File: src/rtl/sod_pkg.sv
// Shared widths, opcodes and request types for the divisor-sum core.
package sod_pkg;

	localparam int VALUE_BITS = 32;
	localparam int SUM_BITS = 35;
	// The arithmetic unit covers both the value and the sum, plus one guard bit.
	localparam int ALU_W = ((VALUE_BITS > SUM_BITS) ? VALUE_BITS : SUM_BITS) + 1;
	localparam int CNT_BITS = $clog2(ALU_W + 1);
	localparam int P_BITS = (VALUE_BITS + 1) / 2 + 2;
	localparam int SQ_BITS = VALUE_BITS + 2;

	localparam logic OP_MUL = 1'b0;
	localparam logic OP_DIV = 1'b1;

	typedef struct packed {
		logic             start;
		logic             op;
		logic [ALU_W-1:0] a;
		logic [ALU_W-1:0] b;
	} alu_req_t;

	typedef struct packed {
		logic             done;
		logic [ALU_W-1:0] acc;
		logic [ALU_W-1:0] quo;
	} alu_rsp_t;

endpackage

File: src/rtl/sod_alu.sv
// Bit-serial multiply and restoring divide unit built around one shared adder.
module sod_alu (
	input  logic              clk,
	input  logic              arst_n,
	input  sod_pkg::alu_req_t req,
	output sod_pkg::alu_rsp_t rsp
);
	import sod_pkg::*;

	logic                busy_q;
	logic                done_q;
	logic [CNT_BITS-1:0] cnt_q;
	logic                op_q;
	logic [ALU_W-1:0]    x_q;
	logic [ALU_W-1:0]    y_q;
	logic [ALU_W-1:0]    z_q;

	logic [ALU_W-1:0] shifted;
	logic [ALU_W-1:0] add_a;
	logic [ALU_W-1:0] add_b;
	logic [ALU_W:0]   add_s;

	// Divide subtracts the divisor from the shifted remainder; multiply adds
	// the shifted multiplicand to the accumulator.
	assign shifted = {x_q[ALU_W-2:0], z_q[ALU_W-1]};
	assign add_a = (op_q == OP_DIV) ? shifted : x_q;
	assign add_b = (op_q == OP_DIV) ? ~y_q : y_q;
	assign add_s = {1'b0, add_a} + {1'b0, add_b} + {{ALU_W{1'b0}}, (op_q == OP_DIV)};

	always_ff @(posedge clk or negedge arst_n) begin
		if (!arst_n) begin
			busy_q <= 1'b0;
			done_q <= 1'b0;
			cnt_q <= '0;
		end else begin
			done_q <= 1'b0;
			if (req.start) begin
				busy_q <= 1'b1;
				cnt_q <= '0;
			end else if (busy_q) begin
				cnt_q <= cnt_q + CNT_BITS'(1);
				if (cnt_q == CNT_BITS'(ALU_W - 1)) begin
					busy_q <= 1'b0;
					done_q <= 1'b1;
				end
			end
		end
	end

	always_ff @(posedge clk) begin
		if (req.start) begin
			op_q <= req.op;
			x_q <= '0;
			y_q <= req.b;
			z_q <= req.a;
		end else if (busy_q) begin
			if (op_q == OP_DIV) begin
				// A carry out means no borrow, so the divisor fit.
				x_q <= add_s[ALU_W] ? add_s[ALU_W-1:0] : shifted;
				z_q <= {z_q[ALU_W-2:0], add_s[ALU_W]};
			end else begin
				if (z_q[0]) begin
					x_q <= add_s[ALU_W-1:0];
				end
				y_q <= {y_q[ALU_W-2:0], 1'b0};
				z_q <= {1'b0, z_q[ALU_W-1:1]};
			end
		end
	end

	assign rsp.done = done_q;
	assign rsp.acc = x_q;
	assign rsp.quo = z_q;

	a_start_idle: assert property (@(posedge clk) disable iff (!arst_n)
		req.start |-> !busy_q) else $error("request issued while the unit is busy");
	a_done_idle: assert property (@(posedge clk) disable iff (!arst_n)
		done_q |-> !busy_q) else $error("completion while still stepping");
	a_done_after_busy: assert property (@(posedge clk) disable iff (!arst_n)
		done_q |-> $past(busy_q)) else $error("completion without a running operation");

endmodule

File: src/rtl/sum_of_divisors_core.sv
// Top level of the divisor-sum core: trial-division sequencer and the shared unit.
//
// Pulse start while busy is low to hand over one value; busy then stays high until the
// answer appears on divisor_sum with done high for exactly one cycle, and the receiver
// must take it then, since it cannot stall the block. Every multiply and remainder runs
// through one serial unit ALU_W (36) bits wide. Trial divisors are 2 and then the odd
// numbers 3, 5, 7, 9, ... up to the square root of what remains, so a 32-bit prime
// takes the longest, roughly 32768 trials. Inputs 0 and 1 give 1.
module sum_of_divisors_core (
	input  logic                           clk,
	input  logic                           arst_n,
	input  logic                           start,
	output logic                           busy,
	input  logic [sod_pkg::VALUE_BITS-1:0] value,
	output logic                           done,
	output logic [sod_pkg::SUM_BITS-1:0]   divisor_sum
);
	import sod_pkg::*;

	localparam logic [2:0] ST_IDLE    = 3'd0;
	localparam logic [2:0] ST_CHECK   = 3'd1;
	localparam logic [2:0] ST_DIV     = 3'd2;
	localparam logic [2:0] ST_MULPOW  = 3'd3;
	localparam logic [2:0] ST_MULPROD = 3'd4;
	localparam logic [2:0] ST_NEXT    = 3'd5;
	localparam logic [2:0] ST_FINAL   = 3'd6;
	localparam logic [2:0] ST_MULFIN  = 3'd7;

	logic [2:0]            state_q, state_d;
	logic                  done_q, done_d;
	alu_req_t              req_q, req_d;
	alu_rsp_t              rsp;
	logic [VALUE_BITS-1:0] rest_q, rest_d;
	logic [P_BITS-1:0]     p_q, p_d;
	logic [SQ_BITS-1:0]    psq_q, psq_d;
	logic [SUM_BITS-1:0]   product_q, product_d;
	logic [SUM_BITS-1:0]   partial_q, partial_d;
	logic [VALUE_BITS-1:0] power_q, power_d;
	logic                  strip_q, strip_d;
	logic [SUM_BITS-1:0]   sum_q, sum_d;

	sod_alu u_alu (
		.clk    (clk),
		.arst_n (arst_n),
		.req    (req_q),
		.rsp    (rsp)
	);

	always_comb begin
		state_d = state_q;
		done_d = 1'b0;
		req_d = req_q;
		req_d.start = 1'b0;
		rest_d = rest_q;
		p_d = p_q;
		psq_d = psq_q;
		product_d = product_q;
		partial_d = partial_q;
		power_d = power_q;
		strip_d = strip_q;
		sum_d = sum_q;
		case (state_q)
			ST_IDLE: begin
				if (start) begin
					rest_d = value;
					p_d = P_BITS'(2);
					psq_d = SQ_BITS'(4);
					product_d = SUM_BITS'(1);
					state_d = ST_CHECK;
				end
			end
			ST_CHECK: begin
				if (psq_q <= SQ_BITS'(rest_q)) begin
					req_d.start = 1'b1;
					req_d.op = OP_DIV;
					req_d.a = ALU_W'(rest_q);
					req_d.b = ALU_W'(p_q);
					power_d = VALUE_BITS'(1);
					partial_d = SUM_BITS'(1);
					strip_d = 1'b0;
					state_d = ST_DIV;
				end else begin
					state_d = ST_FINAL;
				end
			end
			ST_DIV: begin
				if (rsp.done) begin
					if (rsp.acc == '0) begin
						// The divisor goes in once more: keep the quotient and raise the power.
						rest_d = rsp.quo[VALUE_BITS-1:0];
						req_d.start = 1'b1;
						req_d.op = OP_MUL;
						req_d.a = ALU_W'(power_q);
						req_d.b = ALU_W'(p_q);
						state_d = ST_MULPOW;
					end else if (strip_q) begin
						req_d.start = 1'b1;
						req_d.op = OP_MUL;
						req_d.a = ALU_W'(product_q);
						req_d.b = ALU_W'(partial_q);
						state_d = ST_MULPROD;
					end else begin
						state_d = ST_NEXT;
					end
				end
			end
			ST_MULPOW: begin
				if (rsp.done) begin
					power_d = rsp.acc[VALUE_BITS-1:0];
					partial_d = partial_q + rsp.acc[SUM_BITS-1:0];
					strip_d = 1'b1;
					req_d.start = 1'b1;
					req_d.op = OP_DIV;
					req_d.a = ALU_W'(rest_q);
					req_d.b = ALU_W'(p_q);
					state_d = ST_DIV;
				end
			end
			ST_MULPROD: begin
				if (rsp.done) begin
					product_d = rsp.acc[SUM_BITS-1:0];
					state_d = ST_NEXT;
				end
			end
			ST_NEXT: begin
				// The square follows the divisor: (p + 2)^2 = p^2 + 4p + 4.
				if (p_q == P_BITS'(2)) begin
					p_d = P_BITS'(3);
					psq_d = SQ_BITS'(9);
				end else begin
					p_d = p_q + P_BITS'(2);
					psq_d = psq_q + SQ_BITS'({p_q, 2'b00}) + SQ_BITS'(4);
				end
				state_d = ST_CHECK;
			end
			ST_FINAL: begin
				if (rest_q > VALUE_BITS'(1)) begin
					req_d.start = 1'b1;
					req_d.op = OP_MUL;
					req_d.a = ALU_W'(product_q);
					req_d.b = ALU_W'(rest_q) + ALU_W'(1);
					state_d = ST_MULFIN;
				end else begin
					sum_d = product_q;
					done_d = 1'b1;
					state_d = ST_IDLE;
				end
			end
			ST_MULFIN: begin
				if (rsp.done) begin
					sum_d = rsp.acc[SUM_BITS-1:0];
					done_d = 1'b1;
					state_d = ST_IDLE;
				end
			end
			default: begin
				state_d = ST_IDLE;
			end
		endcase
	end

	always_ff @(posedge clk or negedge arst_n) begin
		if (!arst_n) begin
			state_q <= ST_IDLE;
			done_q <= 1'b0;
			req_q <= '0;
		end else begin
			state_q <= state_d;
			done_q <= done_d;
			req_q <= req_d;
		end
	end

	always_ff @(posedge clk) begin
		rest_q <= rest_d;
		p_q <= p_d;
		psq_q <= psq_d;
		product_q <= product_d;
		partial_q <= partial_d;
		power_q <= power_d;
		strip_q <= strip_d;
		sum_q <= sum_d;
	end

	assign busy = (state_q != ST_IDLE);
	assign done = done_q;
	assign divisor_sum = sum_q;

	a_done_pulse: assert property (@(posedge clk) disable iff (!arst_n)
		done |=> !done) else $error("result strobe held for more than one cycle");
	a_done_from_busy: assert property (@(posedge clk) disable iff (!arst_n)
		done |-> $past(busy)) else $error("result without a request in flight");
	a_sum_nonzero: assert property (@(posedge clk) disable iff (!arst_n)
		done |-> (divisor_sum != '0)) else $error("divisor sum of zero delivered");

endmodule

File: config.mk
export PLATFORM = sky130hd
export DESIGN_NAME = sum_of_divisors_core
export DESIGN_NICKNAME = d
export VERILOG_FILES = /design/src/rtl/sod_pkg.sv /design/src/rtl/sod_alu.sv /design/src/rtl/sum_of_divisors_core.sv
export SDC_FILE = /design/constraint.sdc
export NUM_CORES = 1
export LEC_CHECK = 0
export ABC_AREA = 1
export ABC_CLOCK_PERIOD_IN_PS = 11400
export BUFFER_PORTS_ARGS = -buffer_cell sky130_fd_sc_hd__buf_2
export CORE_MARGIN = 2
export CORE_UTILIZATION = 55
export DETAILED_ROUTE_END_ITERATION = 16
export HOLD_SLACK_MARGIN = 0.15
export PLACE_DENSITY = 0.79
export SYNTH_ARGS = -nofsm -noshare
export SYNTH_HDL_FRONTEND = slang
export SYNTH_HIERARCHICAL = 1
export SYNTH_SLANG_ARGS = --single-unit
File: constraint.sdc
create_clock -name clk -period 11.4 [get_ports clk]
set_input_delay 1.71 -clock clk [delete_from_list [all_inputs] [get_ports clk]]
set_output_delay 1.71 -clock clk [all_outputs]
set_load 0.02 [all_outputs]
==> results.toml <==
[worst_setup_path]
crit_slowest_cell = "buf_4"
worstPathRequired_ns = 11.83
end_kind = "flop"
slowest_delay_ns = 0.93
worstSetupPathType = "flop to flop"
crit_chain = "buf_4 > buf_4 > o21ai_0 > ha_1 > a21oi_1 > o21ai_1 > a21oi_2 > nand3_2 > nand2_2 > nand2_2 > inv_2 > nand2_1 > nand3_1 > a21oi_1"
critical_path.startpoint_type = "flop"
crit_fanout = 104
arrival_ns = 5.62

[cts]
cts_setup_buffers = 0
htree_levels = 2
cts_tree = "done"
root_buffer = "clkbuf_16"
cts_sinks = 414
cts_hold_buffers = 0
cts-resized-gates = 0
cts_inserted_buffers = 44
path_clk_slew_ns = 0.06
clock_latency_ns = 0.61
cts.path.max_buffers = 3

[logic_synthesis]
synth_area_sq_um = 26800
ys_async_sr_fraction_pct = 20.3
synth_top_family_by_area = "simple AND/OR/NAND/NOR gates"
yosysWarnings = 6
syn-mean-instance-area_sq_um = 7.72
synth.distinct_cells = 54
synth.area.mux_share_pct = 0
seq_area_frac_synth_pct = 43.4
synth-compound-area-share_pct = 12.3
netlist_instances = 3476
ys_ff_latch = 414
synth_xor_area_share_pct = 2.38
synth_edf_count = 294
yosys.area_share.adder_pct = 6.80
synth-simple-area-share_pct = 28.0
ys.flop_type = "edfxtp_1"

[timing]
skew_ns = 0.0442
period_needed_ns = 5.20
min_period_over_period_pct = 45.6
worst_slew_pin_slew_ns = 1.12
drv_slew = 0
layout_setup_ws_ns = 6.20
setup_viol = 0
timing.fmax_ghz = 0.192
holdWs_ns = 0.452
slew_headroom_pct = 25.4
rsz0062_at_grt = "false"
hold_viol = 0
setup-tns-final_ns = 0

[routing]
ant_nets = 0
via_count = 24700
drcViolationCount = 0
drt_pass1_iterations = 6
drt_iter0_markers = 3244
wl_per_cell_um = 20.9
via_per_inst = 5.96
routed_wl_mm = 86.5

[grt]
gr-total-overflow = 0
grt_pass1_vias = 22800
grt_usage_pct = 34.1
grt_first_pass_wirelength_mm = 132
grt_max_degree = 105
antenna_found_initial = 2

[pwr]
irDropWorstVdd_v = 0.000143
p_sw_w = 0.00450
power_frac_clock_pct = 15.8
p_per_area_nw_per_um2 = 312
combPwrFrac_pct = 52.5
p_int_w = 0.00456
seq_power_share_pct = 31.7
switching_share_pct = 49.7
p_leak_nw = 12.7

[floorplanning]
rows = 80
coreArea_sq_um = 47900
die_y_um = 225
initial_utilization_pct = 56.0
ioPinCount = 72
dieArea_sq_um = 50600
die_w_um = 225

[placement]
dp_slack_ns = 6.41
dpl.cell_count = 4065
dp_hpwl_mm = 64.1
place_congestion = 1.02
portBuffers = 71

[final_layout]
nFillCells = 4329
antennaDiodeCount = 0
drive_gt1_share_pct = 7.28
instances_no_fill = 4147
utilization_pct = 60.5
nets = 3675
syn_to_final_growth_pct = 8.11

[min_path]
hold_path.class = "flop to flop"

[outcome]
status = "finished, final reports clean"

[job]
drv_cap = 0
[state kept, by name (all words and copies together) (netlist names)]
name / count
u_alu/z_q: 36
req_q: 72
psq_q: 33
power_q: 32
u_alu/done_q: 1
p_q: 18
product_q: 35
rest_q: 32
u_alu/busy_q: 1
u_alu/y_q: 36
done: 1
u_alu/cnt_q: 6
state_q: 3
u_alu/x_q: 36
partial_q: 35
divisor_sum: 35
u_alu/op_q: 1
strip_q: 1
[Yosys cell counts, types with 9 or more instances]
cell	instances	area, sq um
nor4_1	10	62.6
a21o_1	19	143
inv_1	324	1220
nand3_1	234	1170
a21oi_2	16	140
o21ai_0	262	1310
nand2_2	17	106
o21a_1	23	173
nand2_1	982	3690
a21oi_1	218	1090
inv_2	20	75.1
xnor2_1	19	166
xor2_1	54	473
nand3b_1	35	263
dfxtp_1	36	721
nor3_1	51	255
edfxtp_1	294	8830
buf_2	25	125
nor2_2	9	56.3
ha_1	141	1760
o21ai_1	33	165
dfrtp_1	84	2100
clkbuf_1	68	255
nand4_1	34	213
nor2_1	366	1370
buf_6	13	146
[path summary, 6_finish.rpt]
check | from | to | slack [ns] | depth (start not counted)
max | u_alu/op_q$_DFFE_PP_ | u_alu/x_q[13]$_SDFFE_PP0P_ | 6.20 | 14
min | req_q[72]$_DFFE_PN0P_ | u_alu/op_q$_DFFE_PP_ | 0.45 | 0
max reg2reg | u_alu/op_q$_DFFE_PP_ | u_alu/x_q[13]$_SDFFE_PP0P_ | 6.20 | 14
min reg2reg | req_q[72]$_DFFE_PN0P_ | u_alu/op_q$_DFFE_PP_ | 0.45 | 0
max in group asynchronous | arst_n | req_q[73]$_DFF_PN0_ | 9.18 | 2
min in group asynchronous | arst_n | req_q[67]$_DFFE_PN0P_ | 1.14 | 1
[area by class of cell]
| type | instances | area (sq um) | area share [%] |
|---|---|---|---|
| Tap cell | 615 | 769 | 2.65 |
| Clock inverter | 21 | 191 | 0.660 |
| Multi-Input combinational cell | 2600 | 13400 | 46.1 |
| Clock buffer | 61 | 1220 | 4.19 |
| Sequential cell | 414 | 11700 | 40.2 |
| Timing Repair Buffer | 91 | 508 | 1.75 |
| Inverter | 345 | 1290 | 4.46 |
[kinds of logic (layout without fill, tap and decap cells)]
kind of cell | Yosys count | in the layout
simple gates | 1772 | 1772
compound gates | 609 | 609
buf+inv | 463 | 518
fa+ha+maj | 144 | 144
xor+xnor | 73 | 73
other cells | 1 | 2
flops | 414 | 414
[power groups by stage]
stage | clock (W) | sequential, W | combinational (W)
3_3_place_gp | 0 | 0.00285 | 0.00456
6_report | 0.00143 | 0.00287 | 0.00476
5_1_grt | 0.00149 | 0.00288 | 0.00530
3_5_place_dp | 0 | 0.00285 | 0.00463
4_1_cts | 0.00144 | 0.00283 | 0.00466
2_1_floorplan | 0 | 0.00252 | 0.00359
[critical path: cells and delay by family (launching register included)]
family	cells	cell delay (ns)
flops	1	0.36
compound gates	5	0.99
fa+ha+maj	1	0.41
simple gates	5	1.19
buf+inv	3	2.02
[layer usage]
metal	up-vias	GRT usage (%)	routed length, um
met4	0	16.8	4530
met1	11500	47.6	35500
met2	1376	51.5	37400
met3	219	5.62	9040
met5	-	0	0
li1	11700	-	-
[per-stage QoR]
step / cell area, sq um / power [W]
2_1_floorplan: 26800 / 0.00611
3_3_place_gp: 27600 / 0.00742
3_5_place_dp: 27600 / 0.00748
4_1_cts: 29000 / 0.00893
5_1_grt: 29000 / 0.00968
6_report: 29000 / 0.00906
[placed cells by master, fill, tap and decap left out, drive strengths merged, types with 4 or more instances in the layout]
master,netlist,layout
nor3b,4,4
a31oi,6,6
nor3,54,54
a21oi,234,234
o21bai,7,7
ha,141,141
a211oi,7,7
o22ai,5,5
clkinv,1,16
edfxtp,294,294
xnor2,19,19
nand2,999,999
o21ai,295,295
a21o,19,19
nand3b,35,35
or2,7,7
clkbuf,69,61
dfrtp,84,84
nand3,241,241
buf,49,91
nand4,35,35
dfxtp,36,36
o211ai,5,5
o21a,23,23
nor2,382,382
nor4,12,12
inv,344,347
xor2,54,54
Note: power is estimated with default switching activity, not from simulation.
